`src/rtl/kts_pkg.sv`:
```
`timescale 1ns / 1ps
package kts_pkg;

  localparam logic [31:0] NativeMagic = 32'h464b5845;
  localparam logic [29:0] NsPerSec    = 30'd1000000000;

  localparam logic [1:0] OP_PACKET = 2'd0;
  localparam logic [1:0] OP_NATIVE = 2'd1;
  localparam logic [1:0] OP_COMPAT = 2'd2;

  localparam logic [1:0] ST_OK      = 2'd0;
  localparam logic [1:0] ST_UNSUP   = 2'd1;
  localparam logic [1:0] ST_MISSING = 2'd2;
  localparam logic [1:0] ST_STALE   = 2'd3;

  localparam logic [1:0] POS_NONE = 2'd0;
  localparam logic [1:0] POS_END4 = 2'd1;
  localparam logic [1:0] POS_END8 = 2'd2;

  localparam logic [1:0] REG_OFFSET_MODE = 2'd0;
  localparam logic [1:0] REG_COMPAT_RATE = 2'd1;
  localparam logic [1:0] REG_MAX_AGE     = 2'd2;
  localparam logic [1:0] REG_WINDOW      = 2'd3;

  typedef enum logic [1:0] {
    KIND_PACKET,
    KIND_NATIVE_KF,
    KIND_COMPAT_KF,
    KIND_COMPAT_BAD
  } kind_e;

  typedef enum logic [2:0] {
    S_IDLE, S_CHECK, S_MUL, S_DIV, S_DONE
  } state_e;

  typedef enum logic [1:0] {
    PASS_LEARN4, PASS_LEARN8, PASS_FINAL
  } pass_e;

  typedef struct packed {
    kind_e       kind;
    logic [62:0] capture_time_ns;
    logic [62:0] kf_utc_ns;
    logic [31:0] kf_counter;
    logic [31:0] kf_freq;
    logic [31:0] word_end4;
    logic [31:0] word_end8;
    logic        fcs_valid;
  } cmd_t;

  typedef struct packed {
    logic [1:0]  offset_mode;
    logic [31:0] compat_tick_rate;
    logic [35:0] keyframe_max_age_ns;
    logic [31:0] match_window_ns;
  } cfg_t;

endpackage

```
`src/rtl/keyframe_timestamp_reconstruct.sv`:
```
`timescale 1ns / 1ps
// keyframes and rejected keyframes raise tvalid in the cycle after the back end pops them
// packets: a stale packet is answered from the check state; others go through the multiply state,
// the 62-step serial divider and the done state, a learning packet twice (end4, then end8)
// the back end pops a new item only when idle and its result register is free or being read
// a two-entry queue lets the input side take items while the back end works
// reset (rst_ni, async, active low): reference and learned position cleared, registers to defaults
module keyframe_timestamp_reconstruct
  import kts_pkg::*;
(
  input  logic         clk_i,
  input  logic         rst_ni,
  input  logic         s_axis_tvalid,
  output logic         s_axis_tready,
  // capture_time_ns, key version, key magic, kf_utc_ns, kf_counter, kf_freq,
  // skew numerator, skew_den, word_end4, word_end8, zero pad
  input  logic [359:0] s_axis_tdata,
  // opcode, fcs_valid
  input  logic [2:0]   s_axis_tuser,
  output logic         m_axis_tvalid,
  input  logic         m_axis_tready,
  // time_ns, zero pad
  output logic [63:0]  m_axis_tdata,
  // status, keyframe flag, offset_used
  output logic [4:0]   m_axis_tuser,
  input  logic         psel,
  input  logic         penable,
  input  logic         pwrite,
  input  logic [4:0]   paddr,
  input  logic [63:0]  pwdata,
  output logic [63:0]  prdata,
  output logic         pready
);

  cfg_t       cfg_q, cfg_d;
  logic       cfg_wr;
  logic       clear_learned;
  cmd_t       front_cmd;
  cmd_t       q_cmd;
  logic       q_full;
  logic       q_empty;
  logic       q_pop;
  logic       push;
  logic [62:0] time_ns;

  assign pready        = 1'b1;
  assign cfg_wr        = psel && penable && pwrite && pready;
  assign clear_learned = cfg_wr && paddr[4:3] == REG_OFFSET_MODE;

  always_comb begin
    cfg_d = cfg_q;
    if (cfg_wr) begin
      case (paddr[4:3])
        REG_OFFSET_MODE: cfg_d.offset_mode         = pwdata[1:0];
        REG_COMPAT_RATE: cfg_d.compat_tick_rate    = pwdata[31:0];
        REG_MAX_AGE:     cfg_d.keyframe_max_age_ns = pwdata[35:0];
        REG_WINDOW:      cfg_d.match_window_ns     = pwdata[31:0];
        default: ;
      endcase
    end
  end

  always_comb begin
    case (paddr[4:3])
      REG_OFFSET_MODE: prdata = {62'd0, cfg_q.offset_mode};
      REG_COMPAT_RATE: prdata = {32'd0, cfg_q.compat_tick_rate};
      REG_MAX_AGE:     prdata = {28'd0, cfg_q.keyframe_max_age_ns};
      REG_WINDOW:      prdata = {32'd0, cfg_q.match_window_ns};
      default:         prdata = '0;
    endcase
  end

  always_ff @(posedge clk_i or negedge rst_ni) begin
    if (!rst_ni) begin
      cfg_q.offset_mode         <= 2'd0;
      cfg_q.compat_tick_rate    <= 32'd1000000000;
      cfg_q.keyframe_max_age_ns <= 36'd5000000000;
      cfg_q.match_window_ns     <= 32'd10000000;
    end else begin
      cfg_q <= cfg_d;
    end
  end

  assign s_axis_tready = !q_full;
  assign push          = s_axis_tvalid && !q_full;

  kts_front u_front (
    .opcode_i          (s_axis_tuser[1:0]),
    .capture_time_ns_i (s_axis_tdata[62:0]),
    .key_ver_i         (s_axis_tdata[70:63]),
    .key_magic_i       (s_axis_tdata[102:71]),
    .kf_utc_ns_i       (s_axis_tdata[165:103]),
    .kf_counter_i      (s_axis_tdata[197:166]),
    .kf_freq_i         (s_axis_tdata[229:198]),
    .skew_n_i          (s_axis_tdata[261:230]),
    .skew_den_i        (s_axis_tdata[293:262]),
    .word_end4_i       (s_axis_tdata[325:294]),
    .word_end8_i       (s_axis_tdata[357:326]),
    .fcs_valid_i       (s_axis_tuser[2]),
    .cmd_o             (front_cmd)
  );

  kts_queue u_queue (
    .clk_i       (clk_i),
    .rst_ni      (rst_ni),
    .push_i      (push),
    .push_data_i (front_cmd),
    .full_o      (q_full),
    .pop_i       (q_pop),
    .empty_o     (q_empty),
    .pop_data_o  (q_cmd)
  );

  kts_back u_back (
    .clk_i           (clk_i),
    .rst_ni          (rst_ni),
    .cfg_i           (cfg_q),
    .clear_learned_i (clear_learned),
    .empty_i         (q_empty),
    .cmd_i           (q_cmd),
    .pop_o           (q_pop),
    .out_valid_o     (m_axis_tvalid),
    .out_ready_i     (m_axis_tready),
    .status_o        (m_axis_tuser[1:0]),
    .time_ns_o       (time_ns),
    .key_flag_o      (m_axis_tuser[2]),
    .offset_used_o   (m_axis_tuser[4:3])
  );

  assign m_axis_tdata = {1'b0, time_ns};

endmodule

```
`src/rtl/kts_front.sv`:
```
`timescale 1ns / 1ps
module kts_front
  import kts_pkg::*;
(
  input  logic [1:0]  opcode_i,
  input  logic [62:0] capture_time_ns_i,
  input  logic [7:0]  key_ver_i,
  input  logic [31:0] key_magic_i,
  input  logic [62:0] kf_utc_ns_i,
  input  logic [31:0] kf_counter_i,
  input  logic [31:0] kf_freq_i,
  input  logic [31:0] skew_n_i,
  input  logic [31:0] skew_den_i,
  input  logic [31:0] word_end4_i,
  input  logic [31:0] word_end8_i,
  input  logic        fcs_valid_i,
  output cmd_t        cmd_o
);

  logic native_ok;
  logic compat_ok;

  assign native_ok = (key_ver_i == 8'd1 && key_magic_i == NativeMagic) ||
                     (key_ver_i == 8'd0 && key_magic_i == 32'd1);
  assign compat_ok = (skew_n_i == 32'd1) && (skew_den_i == 32'd1);

  always_comb begin
    cmd_o.capture_time_ns = capture_time_ns_i;
    cmd_o.kf_utc_ns       = kf_utc_ns_i;
    cmd_o.kf_counter      = kf_counter_i;
    cmd_o.kf_freq         = kf_freq_i;
    cmd_o.word_end4       = word_end4_i;
    cmd_o.word_end8       = word_end8_i;
    cmd_o.fcs_valid       = fcs_valid_i;
    case (opcode_i)
      OP_NATIVE: cmd_o.kind = native_ok ? KIND_NATIVE_KF : KIND_PACKET;
      OP_COMPAT: cmd_o.kind = compat_ok ? KIND_COMPAT_KF : KIND_COMPAT_BAD;
      default:   cmd_o.kind = KIND_PACKET;
    endcase
  end

endmodule

```
`src/rtl/kts_queue.sv`:
```
`timescale 1ns / 1ps
module kts_queue
  import kts_pkg::*;
(
  input  logic clk_i,
  input  logic rst_ni,
  input  logic push_i,
  input  cmd_t push_data_i,
  output logic full_o,
  input  logic pop_i,
  output logic empty_o,
  output cmd_t pop_data_o
);

  cmd_t       mem_q [2];
  logic       wr_ptr_q, wr_ptr_d;
  logic       rd_ptr_q, rd_ptr_d;
  logic [1:0] count_q, count_d;

  assign full_o     = count_q == 2'd2;
  assign empty_o    = count_q == 2'd0;
  assign pop_data_o = mem_q[rd_ptr_q];

  always_comb begin
    wr_ptr_d = wr_ptr_q ^ push_i;
    rd_ptr_d = rd_ptr_q ^ pop_i;
    count_d  = count_q + {1'b0, push_i} - {1'b0, pop_i};
  end

  always_ff @(posedge clk_i) begin
    if (push_i) begin
      mem_q[wr_ptr_q] <= push_data_i;
    end
  end

  always_ff @(posedge clk_i or negedge rst_ni) begin
    if (!rst_ni) begin
      wr_ptr_q <= 1'b0;
      rd_ptr_q <= 1'b0;
      count_q  <= 2'd0;
    end else begin
      wr_ptr_q <= wr_ptr_d;
      rd_ptr_q <= rd_ptr_d;
      count_q  <= count_d;
    end
  end

`ifndef SYNTHESIS
  a_no_overflow: assert property (@(posedge clk_i) disable iff (!rst_ni)
    full_o |-> !push_i || pop_i) else $error("push into full queue");
  a_no_underflow: assert property (@(posedge clk_i) disable iff (!rst_ni)
    empty_o |-> !pop_i) else $error("pop from empty queue");
  a_count: assert property (@(posedge clk_i) disable iff (!rst_ni)
    count_q != 2'd3) else $error("queue count out of range");
`endif

endmodule

```
`src/rtl/kts_back.sv`:
```
`timescale 1ns / 1ps
module kts_back
  import kts_pkg::*;
(
  input  logic        clk_i,
  input  logic        rst_ni,
  input  cfg_t        cfg_i,
  input  logic        clear_learned_i,
  input  logic        empty_i,
  input  cmd_t        cmd_i,
  output logic        pop_o,
  output logic        out_valid_o,
  input  logic        out_ready_i,
  output logic [1:0]  status_o,
  output logic [62:0] time_ns_o,
  output logic        key_flag_o,
  output logic [1:0]  offset_used_o
);

  state_e      state_q, state_d;
  pass_e       pass_q, pass_d;
  cmd_t        item_q, item_d;
  logic        neg_q, neg_d;
  logic [62:0] mag_q, mag_d;
  logic [31:0] word_q, word_d;
  logic [61:0] prod_q, prod_d;
  logic [31:0] rem_q, rem_d;
  logic [61:0] quot_q, quot_d;
  logic [5:0]  cnt_q, cnt_d;
  logic [61:0] q4_q, q4_d;
  logic        m4_q, m4_d;
  logic [1:0]  pos_q, pos_d;

  logic [62:0] ref_utc_q, ref_utc_d;
  logic [31:0] ref_cnt_q, ref_cnt_d;
  logic [31:0] ref_freq_q, ref_freq_d;
  logic        ref_compat_q, ref_compat_d;
  logic [62:0] ref_cap_q, ref_cap_d;
  logic [1:0]  learned_q, learned_d;

  logic        out_valid_q, out_valid_d;
  logic [1:0]  status_q, status_d;
  logic [62:0] time_q, time_d;
  logic        kf_q, kf_d;
  logic [1:0]  used_q, used_d;

  logic        out_free;
  logic        cap_lt;
  logic [62:0] cap_diff;
  logic        stale;
  logic [31:0] ticks;
  logic [32:0] shifted;
  logic        ge;
  logic [63:0] wdist;
  logic        hit;
  logic        load_out;
  logic [1:0]  out_status;
  logic [61:0] out_q;
  logic [1:0]  out_pos;
  logic [63:0] tsum;
  logic        mode_fixed;

  function automatic logic [31:0] elapsed(input logic [31:0] w, input logic [31:0] c,
                                           input logic compat);
    logic [30:0] t;
    logic [30:0] d;
    begin
      t = {w[31:8], w[6:0]};
      d = t - c[30:0];
      elapsed = compat ? {1'b0, d} : w - c;
    end
  endfunction

  assign out_free   = !out_valid_q || out_ready_i;
  assign pop_o      = state_q == S_IDLE && !empty_i && out_free;
  assign cap_lt     = item_q.capture_time_ns < ref_cap_q;
  assign cap_diff   = cap_lt ? ref_cap_q - item_q.capture_time_ns
                             : item_q.capture_time_ns - ref_cap_q;
  assign stale      = (!cap_lt && cap_diff > {27'd0, cfg_i.keyframe_max_age_ns}) ||
                      ref_freq_q == 32'd0;
  assign ticks      = elapsed(word_q, ref_cnt_q, ref_compat_q);
  assign shifted    = {rem_q, prod_q[61]};
  assign ge         = shifted >= {1'b0, ref_freq_q};
  assign wdist      = neg_q ? {2'b00, quot_q} + {1'b0, mag_q}
                    : ({1'b0, quot_q} >= mag_q ? {1'b0, {1'b0, quot_q} - mag_q}
                                               : {1'b0, mag_q - {1'b0, quot_q}});
  assign hit        = wdist < {32'd0, cfg_i.match_window_ns};
  assign mode_fixed = cfg_i.offset_mode == POS_END4 || cfg_i.offset_mode == POS_END8;

  // next state
  always_comb begin
    state_d = state_q;
    case (state_q)
      S_IDLE: begin
        if (pop_o && cmd_i.kind == KIND_PACKET) begin
          state_d = S_CHECK;
        end
      end
      S_CHECK: begin
        if (stale) begin
          state_d = S_IDLE;
        end else begin
          state_d = S_MUL;
        end
      end
      S_MUL:   state_d = S_DIV;
      S_DIV: begin
        if (cnt_q == 6'd0) begin
          state_d = S_DONE;
        end
      end
      S_DONE: begin
        if (pass_q == PASS_LEARN4) begin
          state_d = S_MUL;
        end else begin
          state_d = S_IDLE;
        end
      end
      default: state_d = S_IDLE;
    endcase
  end

  // datapath and outputs
  always_comb begin
    pass_d       = pass_q;
    item_d       = item_q;
    neg_d        = neg_q;
    mag_d        = mag_q;
    word_d       = word_q;
    prod_d       = prod_q;
    rem_d        = rem_q;
    quot_d       = quot_q;
    cnt_d        = cnt_q;
    q4_d         = q4_q;
    m4_d         = m4_q;
    pos_d        = pos_q;
    ref_utc_d    = ref_utc_q;
    ref_cnt_d    = ref_cnt_q;
    ref_freq_d   = ref_freq_q;
    ref_compat_d = ref_compat_q;
    ref_cap_d    = ref_cap_q;
    learned_d    = learned_q;
    load_out     = 1'b0;
    out_status   = ST_OK;
    out_q        = quot_q;
    out_pos      = pos_q;
    status_d     = status_q;
    time_d       = time_q;
    kf_d         = kf_q;
    used_d       = used_q;
    case (state_q)
      S_IDLE: begin
        if (pop_o) begin
          item_d = cmd_i;
          case (cmd_i.kind)
            KIND_NATIVE_KF, KIND_COMPAT_KF: begin
              ref_utc_d    = cmd_i.kf_utc_ns;
              ref_cnt_d    = cmd_i.kf_counter;
              ref_compat_d = cmd_i.kind == KIND_COMPAT_KF;
              ref_freq_d   = (cmd_i.kind == KIND_COMPAT_KF) ? cfg_i.compat_tick_rate
                                                            : cmd_i.kf_freq;
              ref_cap_d    = cmd_i.capture_time_ns;
              status_d     = ST_OK;
              time_d       = cmd_i.kf_utc_ns;
              kf_d         = 1'b1;
              used_d       = POS_NONE;
            end
            KIND_COMPAT_BAD: begin
              status_d = ST_UNSUP;
              time_d   = '0;
              kf_d     = 1'b0;
              used_d   = POS_NONE;
            end
            default: ;
          endcase
        end
      end
      S_CHECK: begin
        neg_d = cap_lt;
        mag_d = cap_diff;
        if (stale) begin
          load_out   = 1'b1;
          out_status = ST_STALE;
        end else if (mode_fixed) begin
          pos_d  = cfg_i.offset_mode;
          pass_d = PASS_FINAL;
          word_d = (cfg_i.offset_mode == POS_END4) ? item_q.word_end4 : item_q.word_end8;
        end else if (learned_q != POS_NONE) begin
          pos_d  = learned_q;
          pass_d = PASS_FINAL;
          word_d = (learned_q == POS_END4) ? item_q.word_end4 : item_q.word_end8;
        end else begin
          pass_d = PASS_LEARN4;
          word_d = item_q.word_end4;
        end
      end
      S_MUL: begin
        prod_d = {30'd0, ticks} * {32'd0, NsPerSec};
        rem_d  = '0;
        quot_d = '0;
        cnt_d  = 6'd61;
      end
      S_DIV: begin
        // one restoring quotient bit per cycle
        rem_d  = ge ? 32'(shifted - {1'b0, ref_freq_q}) : shifted[31:0];
        prod_d = {prod_q[60:0], 1'b0};
        quot_d = {quot_q[60:0], ge};
        cnt_d  = cnt_q - 6'd1;
      end
      S_DONE: begin
        case (pass_q)
          PASS_LEARN4: begin
            q4_d   = quot_q;
            m4_d   = hit;
            pass_d = PASS_LEARN8;
            word_d = item_q.word_end8;
          end
          PASS_LEARN8: begin
            load_out = 1'b1;
            if (m4_q && !item_q.fcs_valid) begin
              learned_d = POS_END4;
              out_pos   = POS_END4;
              out_q     = q4_q;
            end else if (hit && item_q.fcs_valid) begin
              learned_d = POS_END8;
              out_pos   = POS_END8;
            end else begin
              out_status = ST_MISSING;
            end
          end
          default: load_out = 1'b1;
        endcase
      end
      default: ;
    endcase
    if (load_out) begin
      status_d = out_status;
      kf_d     = 1'b0;
      if (out_status == ST_OK) begin
        time_d = tsum[63] ? {63{1'b1}} : tsum[62:0];
        used_d = out_pos;
      end else begin
        time_d = '0;
        used_d = POS_NONE;
      end
    end
    if (clear_learned_i) begin
      learned_d = POS_NONE;
    end
  end

  assign tsum = {1'b0, ref_utc_q} + {2'b00, out_q};

  always_comb begin
    out_valid_d = out_valid_q && !out_ready_i;
    if ((pop_o && cmd_i.kind != KIND_PACKET) || load_out) begin
      out_valid_d = 1'b1;
    end
  end

  always_ff @(posedge clk_i) begin
    pass_q <= pass_d;
    item_q <= item_d;
    neg_q  <= neg_d;
    mag_q  <= mag_d;
    word_q <= word_d;
    prod_q <= prod_d;
    rem_q  <= rem_d;
    quot_q <= quot_d;
    cnt_q  <= cnt_d;
    q4_q   <= q4_d;
    m4_q   <= m4_d;
    pos_q  <= pos_d;
    status_q <= status_d;
    time_q   <= time_d;
    kf_q     <= kf_d;
    used_q   <= used_d;
  end

  always_ff @(posedge clk_i or negedge rst_ni) begin
    if (!rst_ni) begin
      state_q      <= S_IDLE;
      out_valid_q  <= 1'b0;
      ref_utc_q    <= '0;
      ref_cnt_q    <= '0;
      ref_freq_q   <= '0;
      ref_compat_q <= 1'b0;
      ref_cap_q    <= '0;
      learned_q    <= POS_NONE;
    end else begin
      state_q      <= state_d;
      out_valid_q  <= out_valid_d;
      ref_utc_q    <= ref_utc_d;
      ref_cnt_q    <= ref_cnt_d;
      ref_freq_q   <= ref_freq_d;
      ref_compat_q <= ref_compat_d;
      ref_cap_q    <= ref_cap_d;
      learned_q    <= learned_d;
    end
  end

  assign out_valid_o   = out_valid_q;
  assign status_o      = status_q;
  assign time_ns_o     = time_q;
  assign key_flag_o    = kf_q;
  assign offset_used_o = used_q;

`ifndef SYNTHESIS
  a_pop_idle: assert property (@(posedge clk_i) disable iff (!rst_ni)
    pop_o |-> state_q == S_IDLE) else $error("pop while busy");
  a_no_clobber: assert property (@(posedge clk_i) disable iff (!rst_ni)
    load_out |-> !out_valid_q) else $error("result overwrites pending result");
  a_kf_ok: assert property (@(posedge clk_i) disable iff (!rst_ni)
    out_valid_q && kf_q |-> status_q == ST_OK && used_q == POS_NONE)
    else $error("keyframe result malformed");
`endif

endmodule

```
`config.mk`:
```
export PLATFORM = sky130hd
export DESIGN_NAME = keyframe_timestamp_reconstruct
export DESIGN_NICKNAME = d
export VERILOG_FILES = /design/src/rtl/kts_pkg.sv /design/src/rtl/keyframe_timestamp_reconstruct.sv /design/src/rtl/kts_front.sv /design/src/rtl/kts_queue.sv /design/src/rtl/kts_back.sv
export SDC_FILE = /design/constraint.sdc
export NUM_CORES = 2
export LEC_CHECK = 0
export BUFFER_PORTS_ARGS = -buffer_cell sky130_fd_sc_hd__buf_4
export CORE_MARGIN = 2
export CORE_UTILIZATION = 25
export DETAILED_ROUTE_END_ITERATION = 10
export HOLD_SLACK_MARGIN = 0.08
export PLACE_DENSITY = 0.44
export SLEW_MARGIN = 20
export SYNTH_ARGS = -nofsm -noshare
export SYNTH_HDL_FRONTEND = slang
export SYNTH_SLANG_ARGS = --single-unit
```
`constraint.sdc`:
```
create_clock -name clk_i -period 14.15 [get_ports clk_i]
set_input_delay 2.1225 -clock clk_i [delete_from_list [all_inputs] [get_ports clk_i]]
set_output_delay 2.1225 -clock clk_i [all_outputs]
set_load 0.02 [all_outputs]
```
# Yosys cells after proc, flatten, opt, wreduce, memory -nomap -nowiden
# Memory sizes are Yosys's and may differ from the RTL's.
# Index checks and enable logic that the tools add are counted.
word_totals:
  register_bits: 824
  inputBits: 439
  output_inout_bits: 136
  ram_bits: 514
  mem_count: 1
  wordCells: 218
op_classes:
  reduce_logical: 64
  n_mul: 1
  add_sub_neg: 12
  n_mux: 72
  n_lt_le_gt_ge: 5
  n_bitwise: 3
  n_eq_ne: 26
memory_table:
  columns: ["name", "words", "word_bits", "read_ports", "rd_ports_with_merged_regs", "wr", "line", "source"]
  rows:
  - ["u_queue.mem_q", 2, 257, 1, 0, 1, "kts_queue.sv:15", "cmd_t mem_q [2];"]
op_table:
  columns: ["op", "n"]
  rows:
  - ["$mux 63", 7]
  - ["$mux 32", 9]
  - ["$pmux 64 s4", 1]
  - ["$pmux 62 s2", 2]
  - ["$mux 62", 3]
  - ["$pmux 32 s2", 2]
  - ["$pmux 63 s2", 1]
  - ["$sub 63x63->63", 2]
  - ["$eq 32x1->1 const B", 3]
  - ["$add 62x63->64", 1]
  - ["$add 63x62->64", 1]
  - ["$lt 64x32->1", 1]
  - ["$mux 64", 1]
  - ["$sub 32x32->32", 2]
  - ["$ge 62x63->1", 1]
  - ["$gt 63x36->1", 1]
  - ["$lt 63x63->1", 1]
  - ["$sub 62x63->63", 1]
  - ["$sub 63x62->63", 1]
  - ["$mux 2", 29]
  - ["$mul 32x21->53 const B", 1]
  - ["$ge 33x32->1", 1]
  - ["$eq 32x31->1 const B", 1]
  - ["$logic_not 32->1", 1]
  - ["33 further kinds", 109]

# Depth between registers and ports, before layout
depth:
  ltp_word: 12
  mapped_depth: 47
  ltp_nobuf: 47

# By module
# Synthesis repeated with hierarchy kept, for this count alone.
hier_totals:
  cells_unflattened: 8909
  hier_area_um2: 95639.2
modules_own_cells:
  columns: ["mod", "cells_each", "area_per_inst_um2", "seq_area_each_um2", "instances"]
  rows:
  - ["kts_back", 7456, 68818.5, 20294.5, 1]
  - ["kts_queue", 816, 19598.8, 15534.9, 1]
  - ["keyframe_timestamp_reconstruct", 334, 4979.8, 2592.5, 1]
  - ["kts_front", 303, 2242.2, 0.0, 1]

# Worst setup path before layout
# OpenSTA, ideal clock, no wires.
synth_timing:
  path_kind: "input to register"
  start: "input m_axis_tready"
  end: "register u_back.item_q[0] (netlist bit), enable pin"
  required_time_ns: 13.221
  path_stages: 3
  setup_slack_ns: -1.182
  n_path_buf: 0
  arrival_ns: 14.403
  setup_time_ns: 0.929
  cell_sequence: "nand2b_1 > o21ai_0 > nor4_1"
synth_via:
  elab_chain_cells: 3
synth_rtl:
  columns: ["item", "line", "source"]
  rows:
  - ["start: declaration", "keyframe_timestamp_reconstruct.sv:21", "input logic m_axis_tready,"]
  - ["$logic_or 1x1->1", "kts_back.sv:74", "assign out_free = !out_valid_q || out_ready_i;"]
  - ["$logic_and 1x1->1", "kts_back.sv:75", "assign pop_o = state_q == S_IDLE && !empty_i && out_free;"]
  - ["$reduce_and 2->1 (no line)", null, null]
  - ["end signal: assignment", "kts_back.sv:263", "item_q <= item_d;"]
  - ["end: declaration", "kts_back.sv:22", "cmd_t item_q, item_d;"]
# No other way between the ends.
# A chain may end at the register's enable or synchronous reset.

# Worst setup path after layout
layout_timing:
  start: "register u_back.ref_cnt_q[0]"
  end: "register u_back.prod_q[59] (data pin)"
layout_via:
  elab_chain_cells: 4
  word_cells_on_any_way: 5
  classes_between: "add/sub (2); mul (1); mux (2)"
layout_rtl:
  columns: ["item", "line", "source"]
  rows:
  - ["start: declaration", "kts_back.sv:35", "logic [31:0] ref_cnt_q, ref_cnt_d;"]
  - ["start signal: assignment", "kts_back.sv:294", "ref_cnt_q <= ref_cnt_d;"]
  - ["$sub 32x32->32 / $sub 31x31->31 (equally long branches)", "kts_back.sv:70, kts_back.sv:69", null]
  - ["$mux 32 (*)", "kts_back.sv:70", "elapsed = compat ? {1'b0, d} : w - c;"]
  - ["$mul 32x21->53 (*)", "kts_back.sv:198", "prod_d = {30'd0, ticks} * {32'd0, NsPerSec};"]
  - ["$pmux 62 s2 (*)", "kts_back.sv:151", "case (state_q)"]
  - ["via u_back.prod_d[59]", "kts_back.sv:26", "logic [61:0] prod_q, prod_d;"]
  - ["end signal: assignment", "kts_back.sv:267", "prod_q <= prod_d;"]
  - ["end: declaration", "kts_back.sv:26", null]
# The timed path passes the listed nets; every way through them passes the cells marked *. The select of a mux whose other input is x is not followed.

==> impl_metrics.py <==
metrics = {
    "run_status": {
        "status": "finished, final reports clean",
    },
    "detailed_routing": {
        "ant_nets": 0,
        "via_per_inst": 4.80,
        "drc": 0,
        "drtIter0Drc": 4600,
        "drt_wl_total_um": 312000,
        "vias": 67667,
        "wire_per_inst_um": 22.1,
        "drt_first_pass_iters": 8,
    },
    "critical_path": {
        "critPathMaxFanout": 7,
        "cpMostUsedCell": "fa_1",
        "r2r_cells": 46,
        "cpPeakStageDelay_ps": 560,
        "path_class": "register to register",
        "startpoint_type": "register",
        "cp-end-kind": "register",
        "worstPathArrival_ps": 12370,
        "slowest_stage": "fa_1",
        "cp_data_required_time_ps": 14750,
    },
    "synthesis": {
        "synth.avg_cell_area_um2": 10.5,
        "synth_edf_count": 1025,
        "ys_ff_latch": 1329,
        "ys_async_sr_fraction": 0.228,
        "synth.distinct_cells": 119,
        "yosys_warnings": 0,
        "synth_top_area_frac": 0.336,
        "syn_inst": 8704,
        "ys.flop_type": "edfxtp_1",
        "synth_seq_area_share": 0.419,
        "synth_top_area_cell": "edfxtp_1",
        "synth_area_leaders": "edfxtp_1, ha_1, dfrtp_1, fa_1, mux2_2",
        "netlist_area_mm2": 0.0916,
    },
    "sta": {
        "skew_ps": 190,
        "hold_violations": 0,
        "period_share": 0.832,
        "maxSlewHeadroom": 0.200,
        "worst_slack_ps": 2370,
        "setup_viol": 0,
        "maxSlewViolCount": 0,
        "max_freq_ghz": 0.0849,
        "tightest_slew_ps": 1190,
        "setup_tns_ps": 0,
        "min_period_ps": 11780,
        "rsz0062_at_grt": "no",
        "whs_ps": 478,
    },
    "global_route": {
        "antenna_found_initial": 25,
        "grt-ovfl-total": 0,
        "grt_pass1_wl_um": 459000,
        "grt_pass1_vias": 68012,
        "grt_util_all_layers": 0.163,
        "grt_start_max_net_pins": 129,
    },
    "worst_hold_path": {
        "hold_depth": 1,
        "hp-class": "register to register",
    },
    "final_layout": {
        "drive_above_1_share": 0.157,
        "final_cell_mix": "inv_1, edfxtp_1, ha_1, a21oi_1, buf_4",
        "area_delta_synth_final_pct": 16.3,
        "fin_nets": 10702,
        "mostFrequentLayoutCell": "inv_1",
    },
    "clocking": {
        "clk_path_buf_depth": 4,
        "cts_setup_buffers": 0,
        "clkTransAtPathRegs_ps": 60,
        "cts_tree": "yes",
        "hold_buffers": 0,
        "worstSkewPairLatency_ps": 980,
        "cts_root_buffer": "clkbuf_16",
        "htreeDepth": 4,
        "cts_resized": 0,
        "cts_buffers": 169,
        "cts.sinks": 1329,
    },
    "placement": {
        "dp_hpwl_um": 246000,
        "place.gp.congestion": 0.920,
        "io_buffers": 511,
        "pre_cts_ws_ps": 2330,
    },
    "floorplan": {
        "io_pins": 575,
        "die_w_um": 609,
        "die_h_um": 609,
        "rows": 222,
        "core_area_mm2": 0.365,
        "start_util": 0.251,
        "dieArea_mm2": 0.371,
    },
    "flow_run": {
        "cap_violations": 0,
    },
}
area by class of cell:
class                      instances  area, µm²
timing repair buffer             602       4550
multi-input combinational       6005      47800
clock inverter                    90       1160
sequential                      1329      38400
tap                             4816       6030
inverter                        1034       3880
antenna                            9       22.5
fill                           37871     259000
clock buffer                     223       4650
path summary, 6_finish.rpt:
kind,startpoint,end,slack (ps)
setup / recovery,u_back.ref_cnt_q[0],u_back.prod_q[59],2370
hold / removal,u_queue.mem_q[0][252],u_back.item_q[252],480
setup reg to reg,u_back.ref_cnt_q[0],u_back.prod_q[59],2370
hold reg to reg,u_queue.mem_q[0][252],u_back.item_q[252],480
max in group asynchronous,rst_ni,u_queue.rd_ptr_q,10690
min in group asynchronous,rst_ni,u_back.ref_cap_q[15],1170
routing by layer:
layer / global-route usage / share of wire / vias to the layer above
met5: 0 / 0.00026 / -
met4: 0.0338 / 0.021 / 12
met3: 0.0181 / 0.044 / 355
met2: 0.250 / 0.44 / 1677
met1: 0.246 / 0.50 / 33825
li1: - / - / 31798
critical path: cells and delay by family, from the launching register on:
kind	cells	cell delay, ps
AO/OA/AOI/OAI	24	5510
adder cells (fa/ha/maj)	10	4260
AND/OR/NAND/NOR	5	470
flip-flops	1	380
multiplexers	1	380
XOR/XNOR	2	300
buffers and inverters	4	260
stage by stage:
stage | area [µm²] | cells | utilization
2_1_floorplan | 91700 | 8732 | -
3_3_place_gp | 101000 | 13786 | 0.276
3_5_place_dp | 101000 | 13786 | 0.276
4_1_cts | 107000 | 14099 | 0.292
5_1_grt | 107000 | 14100 | 0.292
6_report | 107000 | 14108 | 0.292
synth_stat cells (32+ instances only):
master     number
o21ai_0       539
o2bb2ai_2      50
o211ai_1       39
mux2_2        389
a211oi_1       50
clkbuf_1      203
a31oi_1        69
a21oi_1       654
o21a_1         53
or3_1          47
nor4_1         65
nand4_1       115
dfrtp_1       271
ha_1          806
xnor2_1       191
inv_1        1031
nand3_1       103
nand2_1       570
nor3_1         89
o31ai_1        39
xor2_1        114
nor2b_1        75
o21bai_1       92
buf_2          70
nand2b_1       56
a21o_1        205
fa_1          316
buf_1          43
a22o_1         34
edfxtp_1     1025
mux2i_1       161
buf_4          39
dfstp_2        32
and2_1         34
nor2_1        593
sequential cells by signal, summed over array words and instances (netlist names), 2 cells and up:
register / count
cfg_q: 102
u_back.cnt_q: 6
u_back.item_q: 128
u_back.learned_q: 2
u_back.mag_q: 63
u_back.offset_used_o: 2
u_back.pass_q: 2
u_back.pos_q: 2
u_back.prod_q: 53
u_back.q4_q: 62
u_back.quot_q: 62
u_back.ref_cap_q: 63
u_back.ref_cnt_q: 32
u_back.ref_freq_q: 32
u_back.ref_utc_q: 63
u_back.rem_q: 32
u_back.state_q: 3
u_back.status_o: 2
u_back.time_ns_o: 63
u_back.word_q: 32
u_queue.count_q: 2
u_queue.mem_q: 514
cell families (layout without fill, tap and decap cells):
logic type,Yosys count,count (layout),synth area share
and+or+nand+nor,1881,1881,0.0961
buffers and inverters,1398,1949,0.0611
xor gates and xnor gates,305,305,0.0292
adders and majority gates,1122,1122,0.179
DFF,1329,1329,0.419
AOI/OAI and AO/OA,2111,2111,0.148
other,2,39,0.0000820
muxes,556,556,0.0667
Power is left out: the tool's default activity adds up to more than one toggle a clock period on the data nets, which glitch-free logic cannot reach.
